`src/rtl/tdpt_pkg.sv`:
```
package tdpt_pkg;

    localparam int SMALLEST_PRIME     = 2;
    localparam int SMALLEST_COMPOSITE = 4;
    localparam int FIRST_ODD_DIVISOR  = 3;
    localparam int FIRST_ODD_SQUARE   = 9;
    localparam int SQUARE_STEP_CONST  = 4;

    typedef enum logic [2:0] {
        ST_IDLE,
        ST_CLASSIFY,
        ST_BOUND,
        ST_DIV,
        ST_TEST,
        ST_EMIT
    } t_state;

    typedef struct packed {
        logic load;
        logic init_loop;
        logic div_start;
        logic div_step;
        logic next_div;
        logic emit;
        logic verdict;
    } t_cmd;

    typedef struct packed {
        logic lt_two;
        logic lt_four;
        logic even;
        logic bound_past;
        logic rem_zero;
        logic div_last;
        logic out_free;
    } t_status;

endpackage

```
`src/rtl/tdpt_ctrl.sv`:
```
module tdpt_ctrl (
    input  logic              i_clk,
    input  logic              i_rst_n,
    input  logic              i_in_valid,
    output logic              o_in_ready,
    input  tdpt_pkg::t_status i_status,
    output tdpt_pkg::t_cmd    o_cmd
);

    tdpt_pkg::t_state r_state;
    tdpt_pkg::t_state n_state;
    logic             r_verdict;
    logic             n_verdict;

    always_ff @(posedge i_clk) begin
        if (!i_rst_n) begin
            r_state   <= tdpt_pkg::ST_IDLE;
            r_verdict <= 1'b0;
        end else begin
            r_state   <= n_state;
            r_verdict <= n_verdict;
        end
    end

    always_comb begin
        n_state    = r_state;
        n_verdict  = r_verdict;
        o_in_ready = 1'b0;
        o_cmd      = '0;
        o_cmd.verdict = r_verdict;
        case (r_state)
            tdpt_pkg::ST_IDLE: begin
                o_in_ready = 1'b1;
                if (i_in_valid) begin
                    o_cmd.load = 1'b1;
                    n_state    = tdpt_pkg::ST_CLASSIFY;
                end
            end
            tdpt_pkg::ST_CLASSIFY: begin
                if (i_status.lt_two) begin
                    n_verdict = 1'b0;
                    n_state   = tdpt_pkg::ST_EMIT;
                end else if (i_status.lt_four) begin
                    n_verdict = 1'b1;
                    n_state   = tdpt_pkg::ST_EMIT;
                end else if (i_status.even) begin
                    n_verdict = 1'b0;
                    n_state   = tdpt_pkg::ST_EMIT;
                end else begin
                    o_cmd.init_loop = 1'b1;
                    n_state         = tdpt_pkg::ST_BOUND;
                end
            end
            tdpt_pkg::ST_BOUND: begin
                if (i_status.bound_past) begin
                    n_verdict = 1'b1;
                    n_state   = tdpt_pkg::ST_EMIT;
                end else begin
                    o_cmd.div_start = 1'b1;
                    n_state         = tdpt_pkg::ST_DIV;
                end
            end
            tdpt_pkg::ST_DIV: begin
                o_cmd.div_step = 1'b1;
                if (i_status.div_last) begin
                    n_state = tdpt_pkg::ST_TEST;
                end
            end
            tdpt_pkg::ST_TEST: begin
                if (i_status.rem_zero) begin
                    n_verdict = 1'b0;
                    n_state   = tdpt_pkg::ST_EMIT;
                end else begin
                    o_cmd.next_div = 1'b1;
                    n_state        = tdpt_pkg::ST_BOUND;
                end
            end
            tdpt_pkg::ST_EMIT: begin
                if (i_status.out_free) begin
                    o_cmd.emit = 1'b1;
                    n_state    = tdpt_pkg::ST_IDLE;
                end
            end
            default: begin
                n_state = tdpt_pkg::ST_IDLE;
            end
        endcase
    end

endmodule

```
`src/rtl/tdpt_datapath.sv`:
```
module tdpt_datapath #(
    parameter int VALUE_WIDTH = 31
) (
    input  logic                   i_clk,
    input  logic                   i_rst_n,
    input  logic [VALUE_WIDTH-1:0] i_candidate,
    input  tdpt_pkg::t_cmd         i_cmd,
    output tdpt_pkg::t_status      o_status,
    output logic                   o_out_valid,
    input  logic                   i_out_ready,
    output logic                   o_is_prime,
    output logic [VALUE_WIDTH-1:0] o_prime_total,
    output logic [VALUE_WIDTH-1:0] o_largest_found
);

    localparam int SW = VALUE_WIDTH + 2;
    localparam int BW = (VALUE_WIDTH > 1) ? $clog2(VALUE_WIDTH) : 1;

    logic [VALUE_WIDTH-1:0] r_n;
    logic [VALUE_WIDTH-1:0] r_d;
    logic [SW-1:0]          r_sq;
    logic [VALUE_WIDTH-1:0] r_rem;
    logic [BW-1:0]          r_bit;
    logic [VALUE_WIDTH-1:0] r_total;
    logic [VALUE_WIDTH-1:0] r_largest;
    logic                   r_prime;
    logic                   r_out_valid;

    logic [VALUE_WIDTH:0]   rem_sh;
    logic                   rem_ge;
    logic [VALUE_WIDTH:0]   rem_diff;
    logic                   out_free;

    assign rem_sh   = {r_rem, r_n[r_bit]};
    assign rem_ge   = rem_sh >= {1'b0, r_d};
    assign rem_diff = rem_sh - {1'b0, r_d};
    assign out_free = !r_out_valid || i_out_ready;

    always_ff @(posedge i_clk) begin
        if (i_cmd.load) begin
            r_n <= i_candidate;
        end
        if (i_cmd.init_loop) begin
            r_d  <= VALUE_WIDTH'(tdpt_pkg::FIRST_ODD_DIVISOR);
            r_sq <= SW'(tdpt_pkg::FIRST_ODD_SQUARE);
        end else if (i_cmd.next_div) begin
            r_d  <= r_d + VALUE_WIDTH'(2);
            r_sq <= r_sq + ({2'b00, r_d} << 2) + SW'(tdpt_pkg::SQUARE_STEP_CONST);
        end
        if (i_cmd.div_start) begin
            r_rem <= '0;
            r_bit <= BW'(VALUE_WIDTH - 1);
        end else if (i_cmd.div_step) begin
            r_rem <= rem_ge ? rem_diff[VALUE_WIDTH-1:0] : rem_sh[VALUE_WIDTH-1:0];
            r_bit <= r_bit - BW'(1);
        end
        if (i_cmd.emit) begin
            r_prime <= i_cmd.verdict;
        end
    end

    always_ff @(posedge i_clk) begin
        if (!i_rst_n) begin
            r_total     <= '0;
            r_largest   <= '0;
            r_out_valid <= 1'b0;
        end else begin
            if (i_cmd.emit) begin
                r_out_valid <= 1'b1;
            end else if (i_out_ready) begin
                r_out_valid <= 1'b0;
            end
            if (i_cmd.emit && i_cmd.verdict) begin
                if (r_total != '1) begin
                    r_total <= r_total + VALUE_WIDTH'(1);
                end
                if (r_n > r_largest) begin
                    r_largest <= r_n;
                end
            end
        end
    end

    always_comb begin
        o_status            = '0;
        o_status.lt_two     = r_n < VALUE_WIDTH'(tdpt_pkg::SMALLEST_PRIME);
        o_status.lt_four    = r_n < VALUE_WIDTH'(tdpt_pkg::SMALLEST_COMPOSITE);
        o_status.even       = !r_n[0];
        o_status.bound_past = r_sq > {2'b00, r_n};
        o_status.rem_zero   = r_rem == '0;
        o_status.div_last   = r_bit == '0;
        o_status.out_free   = out_free;
    end

    assign o_out_valid     = r_out_valid;
    assign o_is_prime      = r_prime;
    assign o_prime_total   = r_total;
    assign o_largest_found = r_largest;

endmodule

```
`src/rtl/trial_division_prime_tracker_top.sv`:
```
// Candidates below 4 and even candidates are decided without trial division.
// Odd candidates are divided by the odd divisors 3, 5, 7 and on, until the k-th one divides n
// or, for a prime, the next one's square exceeds n after k odd divisors (k <= sqrt(n)/2);
// each remainder comes from a restoring divider that retires one bit per cycle.
// Only one candidate is in work at a time; the next beat is taken after the result is
// registered, later while a finished result stalls ahead of the output register.
// Reset (synchronous, active low): prime count and largest prime clear to zero, output empties.
module trial_division_prime_tracker_top #(
    parameter int VALUE_WIDTH = 31
) (
    input  logic                                 i_clk,
    input  logic                                 i_rst_n,
    input  logic                                 s_axis_tvalid,
    output logic                                 s_axis_tready,
    // candidate
    input  logic [((VALUE_WIDTH+7)/8)*8-1:0]     s_axis_tdata,
    output logic                                 m_axis_tvalid,
    input  logic                                 m_axis_tready,
    // is_prime, prime_total, largest_found
    output logic [((2*VALUE_WIDTH+8)/8)*8-1:0]   m_axis_tdata
);

    localparam int OW = ((2 * VALUE_WIDTH + 8) / 8) * 8;
    localparam int PW = OW - (2 * VALUE_WIDTH + 1);

    tdpt_pkg::t_cmd         cmd;
    tdpt_pkg::t_status      status;
    logic                   is_prime;
    logic [VALUE_WIDTH-1:0] prime_total;
    logic [VALUE_WIDTH-1:0] largest_found;

    tdpt_ctrl u_ctrl (
        .i_clk      (i_clk),
        .i_rst_n    (i_rst_n),
        .i_in_valid (s_axis_tvalid),
        .o_in_ready (s_axis_tready),
        .i_status   (status),
        .o_cmd      (cmd)
    );

    tdpt_datapath #(
        .VALUE_WIDTH (VALUE_WIDTH)
    ) u_datapath (
        .i_clk           (i_clk),
        .i_rst_n         (i_rst_n),
        .i_candidate     (s_axis_tdata[VALUE_WIDTH-1:0]),
        .i_cmd           (cmd),
        .o_status        (status),
        .o_out_valid     (m_axis_tvalid),
        .i_out_ready     (m_axis_tready),
        .o_is_prime      (is_prime),
        .o_prime_total   (prime_total),
        .o_largest_found (largest_found)
    );

    generate
        if (PW > 0) begin : g_pad
            assign m_axis_tdata = {{PW{1'b0}}, largest_found, prime_total, is_prime};
        end else begin : g_nopad
            assign m_axis_tdata = {largest_found, prime_total, is_prime};
        end
    endgenerate

endmodule

```
`config.mk`:
```
export PLATFORM = sky130hd
export DESIGN_NAME = trial_division_prime_tracker_top
export DESIGN_NICKNAME = d
export VERILOG_FILES = /design/src/rtl/tdpt_pkg.sv /design/src/rtl/tdpt_ctrl.sv /design/src/rtl/tdpt_datapath.sv /design/src/rtl/trial_division_prime_tracker_top.sv
export SDC_FILE = /design/constraint.sdc
export NUM_CORES = 1
export LEC_CHECK = 0
export ABC_CLOCK_PERIOD_IN_PS = 5750
export BUFFER_PORTS_ARGS = -buffer_cell sky130_fd_sc_hd__buf_2
export CORE_ASPECT_RATIO = 0.5
export CORE_MARGIN = 2
export CORE_UTILIZATION = 45
export DETAILED_ROUTE_END_ITERATION = 12
export GPL_TIMING_DRIVEN = 0
export SYNTH_ARGS = -nofsm -noshare
export SYNTH_HDL_FRONTEND = slang
export SYNTH_SLANG_ARGS = --single-unit
```
`constraint.sdc`:
```
create_clock -name i_clk -period 5.75 [get_ports i_clk]
set_input_delay 0.2875 -clock i_clk [delete_from_list [all_inputs] [get_ports i_clk]]
set_output_delay 0.2875 -clock i_clk [all_outputs]
set_load 0.01 [all_outputs]
```
==> qor.yml <==
worstPathRequired_ns: 6.06
syn_area_um2: 13100
hold_viol_final: 0
antenna_found_initial: 0
cts_inserted_buffers: 17
cts_tree: "done"
path_class: "flop to flop"
drive_gt1_frac: 0.107
post-dp-hpwl_um: 30100
synth_edf_count: 32
drt_iter0_markers: 877
rows: 44
antenna-diode-count: 0
post_drt_wl_per_cell_um: 18.3
grt-busiest-layer: "met2"
grt_pass1_wl_um: 62000
syn-num-nets: 1745
vias: 12015
cts-root-buf: "clkbuf_16"
cp_max_fo: 10
start_util: 0.455
clkPwrFrac: 0.183
clk_pin_slew_ns: 0.07
async_flop_share: 0
timing.rr.start: "u_datapath.r_bit[0]$_SDFFE_PP0N_"
hold_end: "u_datapath.r_n[20]$_DFFE_PP_"
viasPerCell: 5.70
nets: 1892
ys_warn_count: 0
ys_ff_latch: 195
cts_max_level: 4
vdd_ir_drop_max_uv: 212
cap_violations: 0
finalClockSkew_ns: 0.0122
syn_area_per_cell_um2: 8.41
run_status: "finished, final reports clean"
worst_setup_path_start_kind: "flop"
crit_arrival_ns: 5.30
finalSetupViolations: 0
die_w_um: 245
gr-total-overflow: 0
gr-usage-met1: 0.347
setup_tns_ns: 0
gp_congestion: 0.905
p_per_area_nw_per_um2: 452
comb_power_share: 0.521
fin_crit_sh: 0.867
track_usage: 0.256
tightestPinTransition_ns: 0.810
max_slew_margin: 0.456
clockBufferDepth: 2
clk_latency_ns: 0.46
grt_max_degree: 32
coreArea_um2: 28800
synthDistinctLibCells: 89
setup_slack_ns: 0.763
holdCritPathClass: "primary input to flop"
die_area_um2: 30500
ios: 102
first_pass_iters: 7
finalMaxSlewViolations: 0
seqPwrFrac: 0.296
max_clock_freq_mhz: 201
totalWireLength_um: 38600
intPower_mw: 3.73
yosysSeqAreaShare: 0.323
ant_nets: 0
fin_crit_ns: 4.99
r2r_slack_ns: 0.76
min_from: "s_axis_tdata[20]"
grt_pass1_vias: 11714
reg2regPathDepth: 15
rsz0062_at_grt: "false"
postSynthCellCount: 1556
cts_sinks: 195
ys.flop_type: "dfxtp_1"
worstReg2RegEnd: "u_datapath.r_rem[22]$_SDFFE_PP0N_"
synthToLayoutAreaGrowth_pct: 14.4
pre_cts_slack_ns: 0.926
swShare: 0.448
drc: 0
power.net_switching_mw: 3.03
die_h_um: 125
grt_use_met2: 0.422
port_buffers: 98
p_leak_nw: 6.54
grt_util_met3: 0.0446
cts_resized: 0
end_kind: "flop"
hold_path_depth: 1
-- how the worst max path moves through the flow --
stage                                           from                                 to  slack (ns)  cells after the start
floorplan           u_datapath.r_bit[1]$_SDFFE_PP1N_  u_datapath.r_rem[10]$_SDFFE_PP0N_        2.13                     16
global placement    u_datapath.r_bit[0]$_SDFFE_PP0N_  u_datapath.r_rem[22]$_SDFFE_PP0N_        0.92                     15
detailed placement  u_datapath.r_bit[0]$_SDFFE_PP0N_  u_datapath.r_rem[22]$_SDFFE_PP0N_        0.93                     15
CTS                 u_datapath.r_bit[0]$_SDFFE_PP0N_  u_datapath.r_rem[22]$_SDFFE_PP0N_        0.90                     15
global route        u_datapath.r_bit[0]$_SDFFE_PP0N_  u_datapath.r_rem[10]$_SDFFE_PP0N_        0.53                     15
finish              u_datapath.r_bit[0]$_SDFFE_PP0N_  u_datapath.r_rem[22]$_SDFFE_PP0N_        0.76                     15
-- cell usage in the layout, fill, tap and decap left out, types with 46 or more instances in the layout --
cell      count
xnor2_1      63
a21o_1       50
a21oi_1     109
nand2_1     110
nand3_1      68
clkbuf_1     46
nor2_1      155
dfxtp_1     163
inv_1       110
o21ai_0      66
buf_2       107
ha_1        151
-- synthesized netlist by cell type (6+ instances only) --
master	n	share of area
o21ai_0	66	0.025
edfxtp_1	32	0.073
a21o_1	50	0.029
inv_1	110	0.032
nor2b_1	12	0.0057
o31ai_1	32	0.018
buf_2	9	0.0034
nand4_1	34	0.016
nand2_1	110	0.032
buf_1	7	0.0020
o21bai_1	8	0.0046
a31oi_1	8	0.0038
dfxtp_1	163	0.25
nor4_1	20	0.0096
and2_1	11	0.0053
a21oi_1	109	0.042
or3_1	18	0.0086
clkbuf_1	46	0.013
a211oi_1	30	0.017
nor2_1	155	0.044
nand3_1	68	0.026
o211ai_1	9	0.0052
nand2b_1	8	0.0038
nor3_1	41	0.016
o21a_1	9	0.0052
and3_1	11	0.0053
xnor2_1	63	0.042
mux2i_1	14	0.011
buf_4	6	0.0034
xor2_1	36	0.024
ha_1	151	0.14
-- layer usage --
layer / part of all wire / vias up / wire length, µm
met5: 0 / - / 0
met4: 0.016 / 0 / 612
met3: 0.052 / 46 / 2030
met2: 0.46 / 331 / 17700
met1: 0.47 / 5745 / 18300
li1: - / 5893 / -
-- critical path: stages (launching register included) --
cell	delay (ns)
dfxtp_1	0.32
buf_2	0.24
mux4_2	0.54
o2111ai_1	0.50
nand3_2	0.31
fa_1	0.52
a211oi_1	0.28
o21ai_0	0.29
nand3_1	0.21
o211ai_2	0.18
a21oi_1	0.19
o31a_1	0.25
clkbuf_1	0.54
nor2_1	0.26
nand2_1	0.12
a31oi_1	0.08
-- cell type report --
cell class	instances	area [µm²]
multi-input combinational	1179	8140
inverter	112	420
fill	2731	13800
buffer	70	305
sequential	195	4220
clock buffer	19	453
clock inverter	13	146
tap	391	489
timing repair buffer	128	791
-- flip-flops by register name (all words and copies together) (netlist names), 3 cells and up --
signal,cells
u_datapath.r_d,30
u_datapath.r_bit,5
u_datapath.o_prime_total,31
u_datapath.o_largest_found,31
u_datapath.r_n,31
u_ctrl.r_state,3
u_datapath.r_rem,31
u_datapath.r_sq,30
-- logic make-up (layout without fill, tap and decap cells) --
kind of cell               count (synthesis)  after routing  synth area share
AOI/OAI and AO/OA                        374            374             0.185
xor gates and xnor gates                  99             99            0.0663
adders and majority gates                153            153             0.147
buffers and inverters                    182            342            0.0555
DFF                                      195            195             0.323
muxes                                     21             21            0.0210
other                                      1              1          0.000287
and+or+nand+nor                          531            531             0.202
-- per-stage QoR --
step / cells / util / total power [mW] / hold slack [ns] / instance area [µm²]
floorplan: 1556 / - / 4.50 / 0.386 / 13100
global placement: 2045 / 0.489 / 5.39 / 0.466 / 14100
detailed placement: 2045 / 0.489 / 5.46 / 0.466 / 14100
CTS: 2107 / 0.520 / 6.73 / 0.0146 / 15000
global route: 2107 / 0.520 / 7.26 / 0.00711 / 15000
finish: 2107 / 0.520 / 6.76 / 0.0321 / 15000
-- power groups by stage --
stage | sequential [mW] | combinational, mW | clock (mW)
after floorplan | 1.87 | 2.62 | 0
after global placement | 2.02 | 3.37 | 0
after detailed placement | 2.02 | 3.44 | 0
after CTS | 1.99 | 3.48 | 1.26
after global routing | 2.03 | 3.91 | 1.32
final | 2.00 | 3.52 | 1.24
-- timing repair --
action	in CTS	in global routing
hold buffers	30	0
hold endpoints to repair	30	0
buffers inserted	0	0
Note: power is estimated with default switching activity, not from simulation.
